### config.mk
export PLATFORM = sky130hd
export DESIGN_NAME = matrix4_multiply_unit_flat
export DESIGN_NICKNAME = d
export VERILOG_FILES = /design/src/rtl/core/mm4_pkg.sv /design/src/rtl/core/mm4_if.sv /design/src/rtl/core/mm4_store.sv /design/src/rtl/core/mm4_mac.sv /design/src/rtl/core/matrix4_multiply_unit.sv /design/src/flat_wrapper.sv
export SDC_FILE = /design/constraint.sdc
export NUM_CORES = 2
export LEC_CHECK = 0
export BUFFER_PORTS_ARGS = -buffer_cell sky130_fd_sc_hd__buf_4
export CAP_MARGIN = 20
export CORE_MARGIN = 10
export CORE_UTILIZATION = 65
export CTS_CLUSTER_DIAMETER = 50
export DETAILED_ROUTE_END_ITERATION = 8
export PLACE_DENSITY = 0.9
export RECOVER_POWER = 50
export SKIP_CTS_REPAIR_TIMING = 1
export SLEW_MARGIN = 15
export SYNTH_ARGS = -nofsm -noshare
export SYNTH_HDL_FRONTEND = slang
export SYNTH_HIERARCHICAL = 1
export SYNTH_SLANG_ARGS = --single-unit
export TNS_END_PERCENT = 5
### constraint.sdc
create_clock -name clk_i -period 8.7 [get_ports clk_i]
set_clock_uncertainty 0.15 [all_clocks]
set_input_delay 0.435 -clock clk_i [delete_from_list [all_inputs] [get_ports clk_i]]
set_output_delay 0.435 -clock clk_i [all_outputs]
set_load 0.1 [all_outputs]
### src/rtl/core/mm4_pkg.sv
// ----------------------------------------------------------------------------
// mm4_pkg
// Shared constants and types of the 4x4 fixed-point matrix multiply unit.
// ----------------------------------------------------------------------------
package mm4_pkg;

  // default geometry and fixed-point format
  localparam int unsigned MATRIX_DIM_DEF = 4;
  localparam int unsigned FRAC_BITS_DEF  = 16;

  // element word, signed Q16.16
  localparam int unsigned ELEM_W = 32;
  localparam int unsigned PROD_W = 2 * ELEM_W;

  localparam logic [ELEM_W-1:0] SAT_MAX = {1'b0, {(ELEM_W-1){1'b1}}};
  localparam logic [ELEM_W-1:0] SAT_MIN = {1'b1, {(ELEM_W-1){1'b0}}};

  // tag that travels alongside a store read into the MAC
  typedef struct packed {
    logic vld;
    logic first;
    logic last;
  } mac_tag_t;

endpackage

### src/rtl/core/mm4_if.sv
// ----------------------------------------------------------------------------
// mm4_if
// Valid/ready channels: element words in, product words out.
// ----------------------------------------------------------------------------
interface mm4_elem_if;
  import mm4_pkg::*;

  logic                     valid;
  logic                     ready;
  logic signed [ELEM_W-1:0] element_value;

  modport source (output valid, output element_value, input ready);
  modport sink   (input valid, input element_value, output ready);
endinterface

interface mm4_prod_if;
  import mm4_pkg::*;

  logic                     valid;
  logic                     ready;
  logic signed [ELEM_W-1:0] product_value;
  logic                     product_last;

  modport source (output valid, output product_value, output product_last, input ready);
  modport sink   (input valid, input product_value, input product_last, output ready);
endinterface

### src/rtl/core/mm4_store.sv
// ----------------------------------------------------------------------------
// mm4_store
// Matrix store: one write port, one read port with registered read data.
// ----------------------------------------------------------------------------
module mm4_store #(
  parameter int unsigned DEPTH = 16,
  parameter int unsigned WIDTH = 32
) (
  input  logic                     clk_i,
  input  logic                     we_i,
  input  logic [$clog2(DEPTH)-1:0] waddr_i,
  input  logic [WIDTH-1:0]         wdata_i,
  input  logic [$clog2(DEPTH)-1:0] raddr_i,
  output logic [WIDTH-1:0]         rdata_o
);

  logic [WIDTH-1:0] mem [DEPTH];
  logic [WIDTH-1:0] rdata_q;

  always_ff @(posedge clk_i) begin
    if (we_i) begin
      mem[waddr_i] <= wdata_i;
    end
  end

  always_ff @(posedge clk_i) begin
    rdata_q <= mem[raddr_i];
  end

  assign rdata_o = rdata_q;

endmodule

### src/rtl/core/mm4_mac.sv
// ----------------------------------------------------------------------------
// mm4_mac
// Shared multiply-accumulate: registered product, exact sum, shift, saturate.
// ----------------------------------------------------------------------------
module mm4_mac #(
  parameter int unsigned MATRIX_DIM = mm4_pkg::MATRIX_DIM_DEF,
  parameter int unsigned FRAC_BITS  = mm4_pkg::FRAC_BITS_DEF
) (
  input  logic                             clk_i,
  input  logic                             rst_ni,
  input  mm4_pkg::mac_tag_t                tag_i,
  input  logic signed [mm4_pkg::ELEM_W-1:0] a_i,
  input  logic signed [mm4_pkg::ELEM_W-1:0] b_i,
  input  logic                             clr_i,
  output logic                             done_o,
  output logic [mm4_pkg::ELEM_W-1:0]       result_o
);
  import mm4_pkg::*;

  // room for MATRIX_DIM full-scale products without wrap
  localparam int unsigned ACC_W = PROD_W + $clog2(MATRIX_DIM);

  mac_tag_t                  mul_tag_q;
  logic signed [PROD_W-1:0]  prod_d, prod_q;
  logic signed [ACC_W-1:0]   acc_d, acc_q;
  logic signed [ACC_W-1:0]   prod_ext;
  logic signed [ACC_W-1:0]   shifted;
  logic [ACC_W-ELEM_W:0]     upper;
  logic                      pos_ovf, neg_ovf;
  logic                      done_q;

  assign prod_d   = a_i * b_i;
  assign prod_ext = {{(ACC_W-PROD_W){prod_q[PROD_W-1]}}, prod_q};
  assign acc_d    = mul_tag_q.first ? prod_ext : acc_q + prod_ext;

  always_ff @(posedge clk_i or negedge rst_ni) begin
    if (!rst_ni) begin
      mul_tag_q <= '0;
      done_q    <= 1'b0;
    end else begin
      mul_tag_q <= tag_i;
      if (mul_tag_q.vld && mul_tag_q.last) begin
        done_q <= 1'b1;
      end else if (clr_i) begin
        done_q <= 1'b0;
      end
    end
  end

  always_ff @(posedge clk_i) begin
    prod_q <= prod_d;
    if (mul_tag_q.vld) begin
      acc_q <= acc_d;
    end
  end

  // floor shift, then clamp when the bits above the sign do not agree
  assign shifted = acc_q >>> FRAC_BITS;
  assign upper   = shifted[ACC_W-1:ELEM_W-1];
  assign pos_ovf = !shifted[ACC_W-1] && (|upper);
  assign neg_ovf = shifted[ACC_W-1] && !(&upper);

  always_comb begin
    priority if (pos_ovf) begin
      result_o = SAT_MAX;
    end else if (neg_ovf) begin
      result_o = SAT_MIN;
    end else begin
      result_o = shifted[ELEM_W-1:0];
    end
  end

  assign done_o = done_q;

endmodule

### src/rtl/core/matrix4_multiply_unit.sv
// ----------------------------------------------------------------------------
// matrix4_multiply_unit
// Fixed-point square matrix product: loads left then right matrix, column-
// major, one element word per transfer, then streams left x right.
// ----------------------------------------------------------------------------
//
//  channel  | dir | payload                       | notes
//  ---------+-----+-------------------------------+---------------------------
//  elem_i   | in  | element_value (s32, Q16.16)   | 2*DIM^2 words per batch
//  prod_o   | out | product_value (s32), last     | DIM^2 words, column-major
//
//  Load: one element word per cycle while elem_i is valid in the load phase.
//  Compute: each product word takes MATRIX_DIM reads on the single read port
//  of each store, then passes the store read register, the multiplier
//  register and the accumulator, and waits for a free output register.
//  Reset clears only control; the stores are not reset (read only after load).
//  The output register holds a word while prod_o stalls; the next batch's
//  load may start while the final product word still waits there.
//
module matrix4_multiply_unit #(
  parameter int unsigned MATRIX_DIM = mm4_pkg::MATRIX_DIM_DEF,
  parameter int unsigned FRAC_BITS  = mm4_pkg::FRAC_BITS_DEF
) (
  input  logic       clk_i,
  input  logic       rst_ni,
  mm4_elem_if.sink   elem_i,
  mm4_prod_if.source prod_o
);
  import mm4_pkg::*;

  localparam int unsigned ELEM_CNT = MATRIX_DIM * MATRIX_DIM;
  localparam int unsigned AW       = $clog2(ELEM_CNT);
  localparam int unsigned CW       = $clog2(2 * ELEM_CNT);
  localparam int unsigned KW       = $clog2(MATRIX_DIM);

  // load phase, read issue for one product word, wait for its sum and a free output register
  typedef enum logic [2:0] {
    S_LOAD  = 3'b001,
    S_ISSUE = 3'b010,
    S_WAIT  = 3'b100
  } state_e;

  state_e                   state_d, state_q;
  logic [CW-1:0]            load_cnt_d, load_cnt_q;
  logic [CW-1:0]            right_cnt;
  logic [KW-1:0]            k_d, k_q, row_d, row_q, col_d, col_q;
  mac_tag_t                 rd_tag_d, rd_tag_q;
  logic                     out_vld_d, out_vld_q;
  logic [ELEM_W-1:0]        out_val_q;
  logic                     out_last_q;

  logic                     in_acc, is_left, load_last;
  logic                     k_last, row_last, col_last, elem_last;
  logic                     out_free, out_load;
  logic [AW-1:0]            left_raddr, right_raddr;
  logic [ELEM_W-1:0]        left_rdata, right_rdata;
  logic                     mac_done;
  logic [ELEM_W-1:0]        mac_result;

  // --- load side --------------------------------------------------------
  assign elem_i.ready = (state_q == S_LOAD);
  assign in_acc       = elem_i.valid && elem_i.ready;
  assign is_left      = load_cnt_q < CW'(ELEM_CNT);
  assign load_last    = load_cnt_q == CW'(2 * ELEM_CNT - 1);
  assign right_cnt    = load_cnt_q - CW'(ELEM_CNT);

  // --- compute side -----------------------------------------------------
  assign k_last    = k_q == KW'(MATRIX_DIM - 1);
  assign row_last  = row_q == KW'(MATRIX_DIM - 1);
  assign col_last  = col_q == KW'(MATRIX_DIM - 1);
  assign elem_last = row_last && col_last;

  // L(row,k) sits at k*DIM+row, R(k,col) at col*DIM+k
  assign left_raddr  = AW'(AW'(k_q) * AW'(MATRIX_DIM) + AW'(row_q));
  assign right_raddr = AW'(AW'(col_q) * AW'(MATRIX_DIM) + AW'(k_q));

  assign rd_tag_d.vld   = (state_q == S_ISSUE);
  assign rd_tag_d.first = (state_q == S_ISSUE) && (k_q == '0);
  assign rd_tag_d.last  = (state_q == S_ISSUE) && k_last;

  assign out_free = !out_vld_q || prod_o.ready;
  assign out_load = (state_q == S_WAIT) && mac_done && out_free;

  always_comb begin
    state_d    = state_q;
    load_cnt_d = load_cnt_q;
    k_d        = k_q;
    row_d      = row_q;
    col_d      = col_q;
    unique case (state_q)
      S_LOAD: begin
        if (in_acc) begin
          if (load_last) begin
            load_cnt_d = '0;
            state_d    = S_ISSUE;
          end else begin
            load_cnt_d = load_cnt_q + CW'(1);
          end
        end
      end
      S_ISSUE: begin
        if (k_last) begin
          k_d     = '0;
          state_d = S_WAIT;
        end else begin
          k_d = k_q + KW'(1);
        end
      end
      S_WAIT: begin
        if (out_load) begin
          if (elem_last) begin
            row_d   = '0;
            col_d   = '0;
            state_d = S_LOAD;
          end else begin
            state_d = S_ISSUE;
            if (row_last) begin
              row_d = '0;
              col_d = col_q + KW'(1);
            end else begin
              row_d = row_q + KW'(1);
            end
          end
        end
      end
      default: begin
        state_d = S_LOAD;
      end
    endcase
  end

  always_comb begin
    out_vld_d = out_vld_q;
    if (out_load) begin
      out_vld_d = 1'b1;
    end else if (prod_o.ready) begin
      out_vld_d = 1'b0;
    end
  end

  always_ff @(posedge clk_i or negedge rst_ni) begin
    if (!rst_ni) begin
      state_q    <= S_LOAD;
      load_cnt_q <= '0;
      k_q        <= '0;
      row_q      <= '0;
      col_q      <= '0;
      rd_tag_q   <= '0;
      out_vld_q  <= 1'b0;
    end else begin
      state_q    <= state_d;
      load_cnt_q <= load_cnt_d;
      k_q        <= k_d;
      row_q      <= row_d;
      col_q      <= col_d;
      rd_tag_q   <= rd_tag_d;
      out_vld_q  <= out_vld_d;
    end
  end

  always_ff @(posedge clk_i) begin
    if (out_load) begin
      out_val_q  <= mac_result;
      out_last_q <= elem_last;
    end
  end

  // --- stores: writes only in load, reads only in compute, so the FSM
  //     itself is the interlock and no forwarding is needed ---------------
  mm4_store #(
    .DEPTH (ELEM_CNT),
    .WIDTH (ELEM_W)
  ) u_left_store (
    .clk_i   (clk_i),
    .we_i    (in_acc && is_left),
    .waddr_i (load_cnt_q[AW-1:0]),
    .wdata_i (elem_i.element_value),
    .raddr_i (left_raddr),
    .rdata_o (left_rdata)
  );

  mm4_store #(
    .DEPTH (ELEM_CNT),
    .WIDTH (ELEM_W)
  ) u_right_store (
    .clk_i   (clk_i),
    .we_i    (in_acc && !is_left),
    .waddr_i (right_cnt[AW-1:0]),
    .wdata_i (elem_i.element_value),
    .raddr_i (right_raddr),
    .rdata_o (right_rdata)
  );

  mm4_mac #(
    .MATRIX_DIM (MATRIX_DIM),
    .FRAC_BITS  (FRAC_BITS)
  ) u_mac (
    .clk_i    (clk_i),
    .rst_ni   (rst_ni),
    .tag_i    (rd_tag_q),
    .a_i      (left_rdata),
    .b_i      (right_rdata),
    .clr_i    (out_load),
    .done_o   (mac_done),
    .result_o (mac_result)
  );

  assign prod_o.valid         = out_vld_q;
  assign prod_o.product_value = out_val_q;
  assign prod_o.product_last  = out_last_q;

endmodule

### src/flat_wrapper.sv
// flat-port wrapper written by rule: the top's interface ports become plain ports
module matrix4_multiply_unit_flat import mm4_pkg::*;
#(
  parameter int unsigned MATRIX_DIM = mm4_pkg::MATRIX_DIM_DEF,
  parameter int unsigned FRAC_BITS  = mm4_pkg::FRAC_BITS_DEF
)
  (clk_i, rst_ni, elem_i_valid, elem_i_element_value, elem_i_ready, prod_o_valid, prod_o_product_value, prod_o_product_last, prod_o_ready);
  mm4_elem_if elem_i_i ();
  mm4_prod_if prod_o_i ();
  input  logic clk_i;
  input  logic rst_ni;
  input wire logic [$bits(elem_i_i.valid)-1:0] elem_i_valid;
  input wire logic [$bits(elem_i_i.element_value)-1:0] elem_i_element_value;
  output wire logic [$bits(elem_i_i.ready)-1:0] elem_i_ready;
  output wire logic [$bits(prod_o_i.valid)-1:0] prod_o_valid;
  output wire logic [$bits(prod_o_i.product_value)-1:0] prod_o_product_value;
  output wire logic [$bits(prod_o_i.product_last)-1:0] prod_o_product_last;
  input wire logic [$bits(prod_o_i.ready)-1:0] prod_o_ready;
  assign elem_i_i.valid = elem_i_valid;
  assign elem_i_i.element_value = elem_i_element_value;
  assign elem_i_ready = elem_i_i.ready;
  assign prod_o_valid = prod_o_i.valid;
  assign prod_o_product_value = prod_o_i.product_value;
  assign prod_o_product_last = prod_o_i.product_last;
  assign prod_o_i.ready = prod_o_ready;
  matrix4_multiply_unit #(.MATRIX_DIM(MATRIX_DIM), .FRAC_BITS(FRAC_BITS)) u_core (.clk_i(clk_i), .rst_ni(rst_ni), .elem_i(elem_i_i), .prod_o(prod_o_i));
endmodule
* After elaboration in Yosys (flattened, before gate mapping)
Memories as Yosys holds them, arrays and structs flattened. A register that Yosys moved wholly into a read port is not among the register bits.
Cells that the tools add are included.
** Operators by class
- $add $sub $neg :: 8
- Multipliers :: 1
- $lt $le $gt $ge :: 1
- Eq/ne operators :: 11
- Multiplexer cells :: 22
- Reductions and logical operators :: 26
** Operators by type and width (count)
- adder 66 x 64 -> 66 bit :: 1
- two-way mux 66 bit :: 1
- multiplier 32 x 32 -> 64 bit :: 1
- two-way mux 32 bit :: 1
- AND reduction 19 bit :: 1
- OR reduction 19 bit :: 1
- two-way mux 2 bit :: 6
- two-way mux 3 bit :: 4
- logical AND 1 bit :: 11
- one-hot mux 3 bit (3 select lines) :: 1
- adder 4 x 2 -> 4 bit :: 2
- two-way mux 1 bit :: 8
- adder 2 x 1 -> 2 bit (second input constant) :: 3
- == test 2 bit (second input constant) :: 3
- != test 2 bit (second input constant) :: 3
- nonzero test 2 bit :: 3
- adder 5 x 1 -> 5 bit (second input constant) :: 1
- == test 5 bit (second input constant) :: 1
- less-than comparator 5 bit (second input constant) :: 1
- two-way mux 5 bit :: 1
- logical NOT 1 bit :: 4
- AND reduction 2 bit :: 2
- AND reduction 4 bit :: 1
- subtractor 4 x 1 -> 4 bit (second input constant) :: 1
- other kinds (7) :: 7
** Word-level totals
- Register bits :: 185
- RAM bits :: 1024
- Bits of input ports :: 36
- Output and inout port bits :: 35
- Word-level logic and storage cells :: 88
- Memories kept :: 2
** Memory list
- u_core.u_left_store.mem :: depth 16, width 32, read ports 1, clocked after Yosys merged registers in 1, wr ports 1, RTL line mm4_store.sv:17 : logic [WIDTH-1:0] mem [DEPTH];
- u_core.u_right_store.mem :: depth 16, width 32, read ports 1, clocked after Yosys merged registers in 1, wr ports 1, RTL line mm4_store.sv:17

* Depth between registers and ports, before layout
- Depth after elaboration :: 5
- Gate-level depth with buffers :: 30
- Gate-level depth less buffers :: 29

* Modules after synthesis
The synthesis kept the hierarchy.
** By module, submodules not included
- mm4_mac :: instances 1, cells an instance 4835, area an instance 44456.4 sq um, sequential area each 3363.2 sq um
- mm4_store :: instances 2, cells an instance 838, area an instance 19854.0 sq um, sequential area each 16015.4 sq um
- matrix4_multiply_unit :: instances 1, cells an instance 110, area an instance 1876.8 sq um, sequential area each 1442.6 sq um

* Worst setup path after synthesis
OpenSTA, ideal clock, no wires.
- Kind :: flip-flop to flip-flop
- Start :: reg u_core.u_left_store.rdata_q[31], in the netlist u_core/u_left_store/rdata_o[31] (read register of u_core.u_left_store.mem)
- End :: reg u_core.u_mac.prod_q[62]
- Setup time :: 0.072 ns
- Arrival :: 7.733 ns
- Required time :: 8.478 ns
- Path slack :: 0.744 ns
- Stages on the path, launching flop included :: 29
- Buffers on the path :: 2
- Clock period less this slack :: 7.956 ns
- Cell sequence :: dfxtp_1 clkbuf_1 nand2_1 inv_1 fa_1 fa_1 inv_1 fa_1 inv_1 fa_1 inv_1 fa_1 inv_1 fa_1 inv_1 fa_1 fa_1 inv_1 ha_1 clkbuf_1 a21o_1 a21oi_1 o21bai_1 a21o_1 a221o_1 a21o_1 a21o_1 a21oi_1 xnor2_1
** On the way
- Word-level cells in the longest chain between the ends :: 1
** Ends and longest elaborated chain
- from (decl) :: RTL line mm4_store.sv:18 : logic [WIDTH-1:0] rdata_q;
- multiplier 32 x 32 -> 64 bit :: RTL line mm4_mac.sv:32 : assign prod_d = a_i * b_i;
- via u_core.u_mac.prod_d[62] :: RTL line mm4_mac.sv:24 : logic signed [PROD_W-1:0] prod_d, prod_q;
- to (signal assigned) :: RTL line mm4_mac.sv:51 : prod_q <= prod_d;
- to (decl) :: RTL line mm4_mac.sv:24
The timed path passes the listed nets, and every way through them passes these cells.
A chain may end at the register's enable or synchronous reset.

* Worst setup path in the final report
- Start :: reg u_core.u_right_store.rdata_q[11], in the netlist u_core/u_right_store/rdata_o[11] (read register of u_core.u_right_store.mem)
- End :: reg u_core.u_mac.prod_q[56]
** On the way
- Word-level cells in the longest chain between the ends :: 1
** Ends and longest elaborated chain (RTL line)
- from (decl) :: mm4_store.sv:18
- multiplier 32 x 32 -> 64 bit :: mm4_mac.sv:32
- via u_core.u_mac.prod_d[56] :: mm4_mac.sv:24
The timed path passes the listed nets, and every way through them passes these cells.

==> metrics.cfg <==
[status]
status = finished with violations
violations = max-capacitance violations, max-slew violations

[sta]
whs_ns = 0.199
clock.fmax_mhz = 119
worstMarginPinSlew_ns = 1.70
finalHoldViolations = 0
slew_headroom_pct = -13.5
drv_slew = 328
setup_ws_ns = 0.270
period_share_pct = 96.9
min_period_ns = 8.43
setup_violations = 0

[placed_design]
hpwl_um = 157000
dp.cells = 8284
gp_congestion = 0.971
pre_cts_ws_ns = 0.200
io_buffers = 70
placed_area_mm2 = 0.0890

[drt]
wl_per_cell_um = 28.6
via_per_inst = 6.50
drtIter0Drc = 7642
num_vias = 55696
drt-total-wl_um = 245000
drcViolationCount = 0
firstDrtPassIters = 6
drtAntennaViolNets = 0

[worst_setup_path]
arrival_ns = 8.99
crit_slowest_cell = dfxtp_1
cpPeakStageDelay_ns = 0.77
critical_path_class = flop to flop
startpoint_type = flop
critPathMostFrequentCell = fa_1
required_ns = 9.26
cp-end-kind = flop
cp_max_fo = 19

[die]
core-area_mm2 = 0.131
die_w_um = 384
dieArea_mm2 = 0.147
start_util_pct = 65.4
ioPinCount = 71
num_rows = 133
die_y_um = 384

[yosys]
synthFlopType = edfxtp_1
synth-async-reset-ratio_pct = 1.73
synth_nets = 7995
mappedNetlistArea_mm2 = 0.0860
synth-seq-area-share_pct = 42.8
synth_edf_count = 1123
netlist-cell-type-count = 82
syn_inst = 6621
ys_seq_elements = 1273
syn_avg_cell_area_um2 = 13.0
ys_warn_count = 6

[cells_and_area]
num-nets-final = 8075
area_delta_synth_final_pct = 8.96
final_cell_area_mm2 = 0.0937
fillers = 7914
finalNonFillerCells = 8567
layout-drive-gt1-share_pct = 11.2

[clocking]
htreeDepth = 4
root_buffer = clkbuf_16
cts_buffers = 131
clk_pin_slew_ns = 0.06
clock-sinks = 1273
insertion_delay_ns = 0.81
cts_tree = built
cts_buffer_depth = 3

[grt]
grt_antenna_before_repair = 15
grt.total_usage_pct = 32.9
grt_overflow = 0
grt_max_degree = 74
grt_pass1_vias = 59521
grt_pass1_wl_um = 363000

[flow_run]
drv_cap = 11

[hold_path]
holdCritPathClass = flop to flop

## area by class of cell
type                    instances  area (um^2)  area share (%)
diodes                          6         15.0          0.0160
clock inverters                76          936           0.998
well taps                    1755         2200            2.34
clock buffers                 162         3510            3.74
flip-flops and latches       1273        36900            39.3
repair buffers                276         2100            2.24
multi-input cells            3959        44100            47.1
inverters                    1060         3980            4.24
## flip-flops by register name (all words and copies together) (netlist names), 2 cells and up
register and flops:
u_core/u_left_store/mem 512, u_core/u_right_store/mem 512, u_core/u_mac/acc_q 66, u_core/u_mac/prod_q 64, u_core/prod_o.product_value 32, u_core/u_left_store/rdata_o 32
u_core/u_right_store/rdata_o 32, u_core/load_cnt_q 5, u_core/rd_tag_q 3, u_core/state_q 3, u_core/u_mac/mul_tag_q 3, u_core/col_q 2
u_core/k_q 2, u_core/row_q 2
## stage by stage
| step | TNS [ns] | utilization, % |
|---|---|---|
| after floorplan | 0 | - |
| after global placement | 0 | 67.7 |
| after detailed placement | 0 | 67.7 |
| after CTS | 0 | 71.1 |
| after global routing | -0.0158 | 71.3 |
| final | 0 | 71.3 |
## layer usage
| metal | GRT usage (%) | wire length, um | up-vias |
|---|---|---|---|
| met2 | 54.3 | 119000 | 4643 |
| met3 | 9.08 | 31900 | 1097 |
| met1 | 39.8 | 78800 | 27842 |
| met5 | 0 | 83 | - |
| met4 | 16.6 | 15800 | 12 |
| li1 | - | - | 22102 |
## placed cells by master (no fill, tap or decap), types with 13 or more instances in the layout
master / netlist / layout
dfxtp_2: 0 / 23
and3_1: 19 / 19
inv_1: 1059 / 1059
dfxtp_1: 128 / 104
nand3_1: 25 / 25
o21bai_1: 30 / 30
mux4_2: 256 / 256
a211oi_1: 15 / 15
a21oi_1: 131 / 131
xnor2_1: 89 / 89
and2_1: 526 / 526
clkinv_2: 0 / 17
nor3_1: 23 / 16
nor2_1: 185 / 158
nand2b_1: 35 / 35
dlygate4sd3_1: 0 / 36
edfxtp_1: 1123 / 1123
o21ai_0: 120 / 120
xor2_1: 41 / 41
nand4_1: 23 / 23
ha_1: 255 / 255
a21o_1: 78 / 78
clkbuf_16: 0 / 132
a22oi_1: 128 / 128
nand2_1: 701 / 701
nor2b_1: 17 / 13
clkbuf_1: 272 / 55
nor2_4: 0 / 26
dfrtp_1: 21 / 15
o21a_1: 17 / 17
buf_4: 22 / 200
fa_1: 1083 / 1082
## worst max-delay path, delay by kind of cell (launching register included)
family / cells / cell delay (ns)
buffers and inverters: 5 / 0.56
xor gates and xnor gates: 1 / 0.15
adders and majority gates: 9 / 4.20
and+or+nand+nor: 1 / 0.19
DFF: 1 / 0.77
AOI/OAI and AO/OA: 10 / 2.34
## path summary, 6_finish.rpt
path,endpoint,from,slack (ns),cells past startpoint
max reg2reg,u_core/u_mac/prod_q[56],u_core/u_right_store/rdata_o[11],0.27,26
max,u_core/u_mac/prod_q[56],u_core/u_right_store/rdata_o[11],0.27,26
max in group asynchronous,u_core/row_q[1],rst_ni,6.27,4
min,u_core/u_mac/mul_tag_q[2],u_core/rd_tag_q[2],0.20,0
min reg2reg,u_core/u_mac/mul_tag_q[2],u_core/rd_tag_q[2],0.20,0
min in group asynchronous,u_core/u_mac/done_o,rst_ni,0.50,3
## synthesized netlist by cell type, types with 7 or more instances
library cell  count  area (um^2)
o21ai_0         120          601
inv_1          1059         3980
ha_1            255         3190
dfxtp_1         128         2560
a22oi_1         128          961
a31oi_1          12         75.1
clkbuf_1        272         1020
nand4_1          23          144
a211o_1           7         61.3
buf_1            18         67.6
xnor2_1          89          780
dfrtp_1          21          526
nor3_1           23          115
o21ai_1          10         50.1
nor2_1          185          694
o211ai_1          8         60.1
nor2b_1          17          106
o21bai_1         30          225
buf_2            11         55.1
nand2_1         701         2630
o31ai_1          13         97.6
nor4_1            7         43.8
nand3_1          25          125
o21a_1           17          128
edfxtp_1       1123        33700
a21oi_1         131          656
a41oi_1           7         61.3
and2_1          526         3290
mux4_2          256         5770
xor2_1           41          359
a211oi_1         15          113
and3_1           19          119
buf_4            22          165
fa_1           1083        21700
nand2b_1         35          219
a21o_1           78          586
## kinds of logic (layout without fill, tap and decap cells)
logic type,count (synthesis),in the layout,synth area share (%)
multiplexers,268,268,6.86
other,0,6,0
adder cells (fa/ha/maj),1338,1338,28.9
buffers and inverters,1389,1574,6.22
flip-flops,1273,1273,42.8
XOR/XNOR,130,130,1.32
AO/OA/AOI/OAI,631,631,4.89
AND/OR/NAND/NOR,1592,1592,8.99
Power is left out: the tool's default activity adds up to more than one toggle a clock period on the data nets, which glitch-free logic cannot reach.
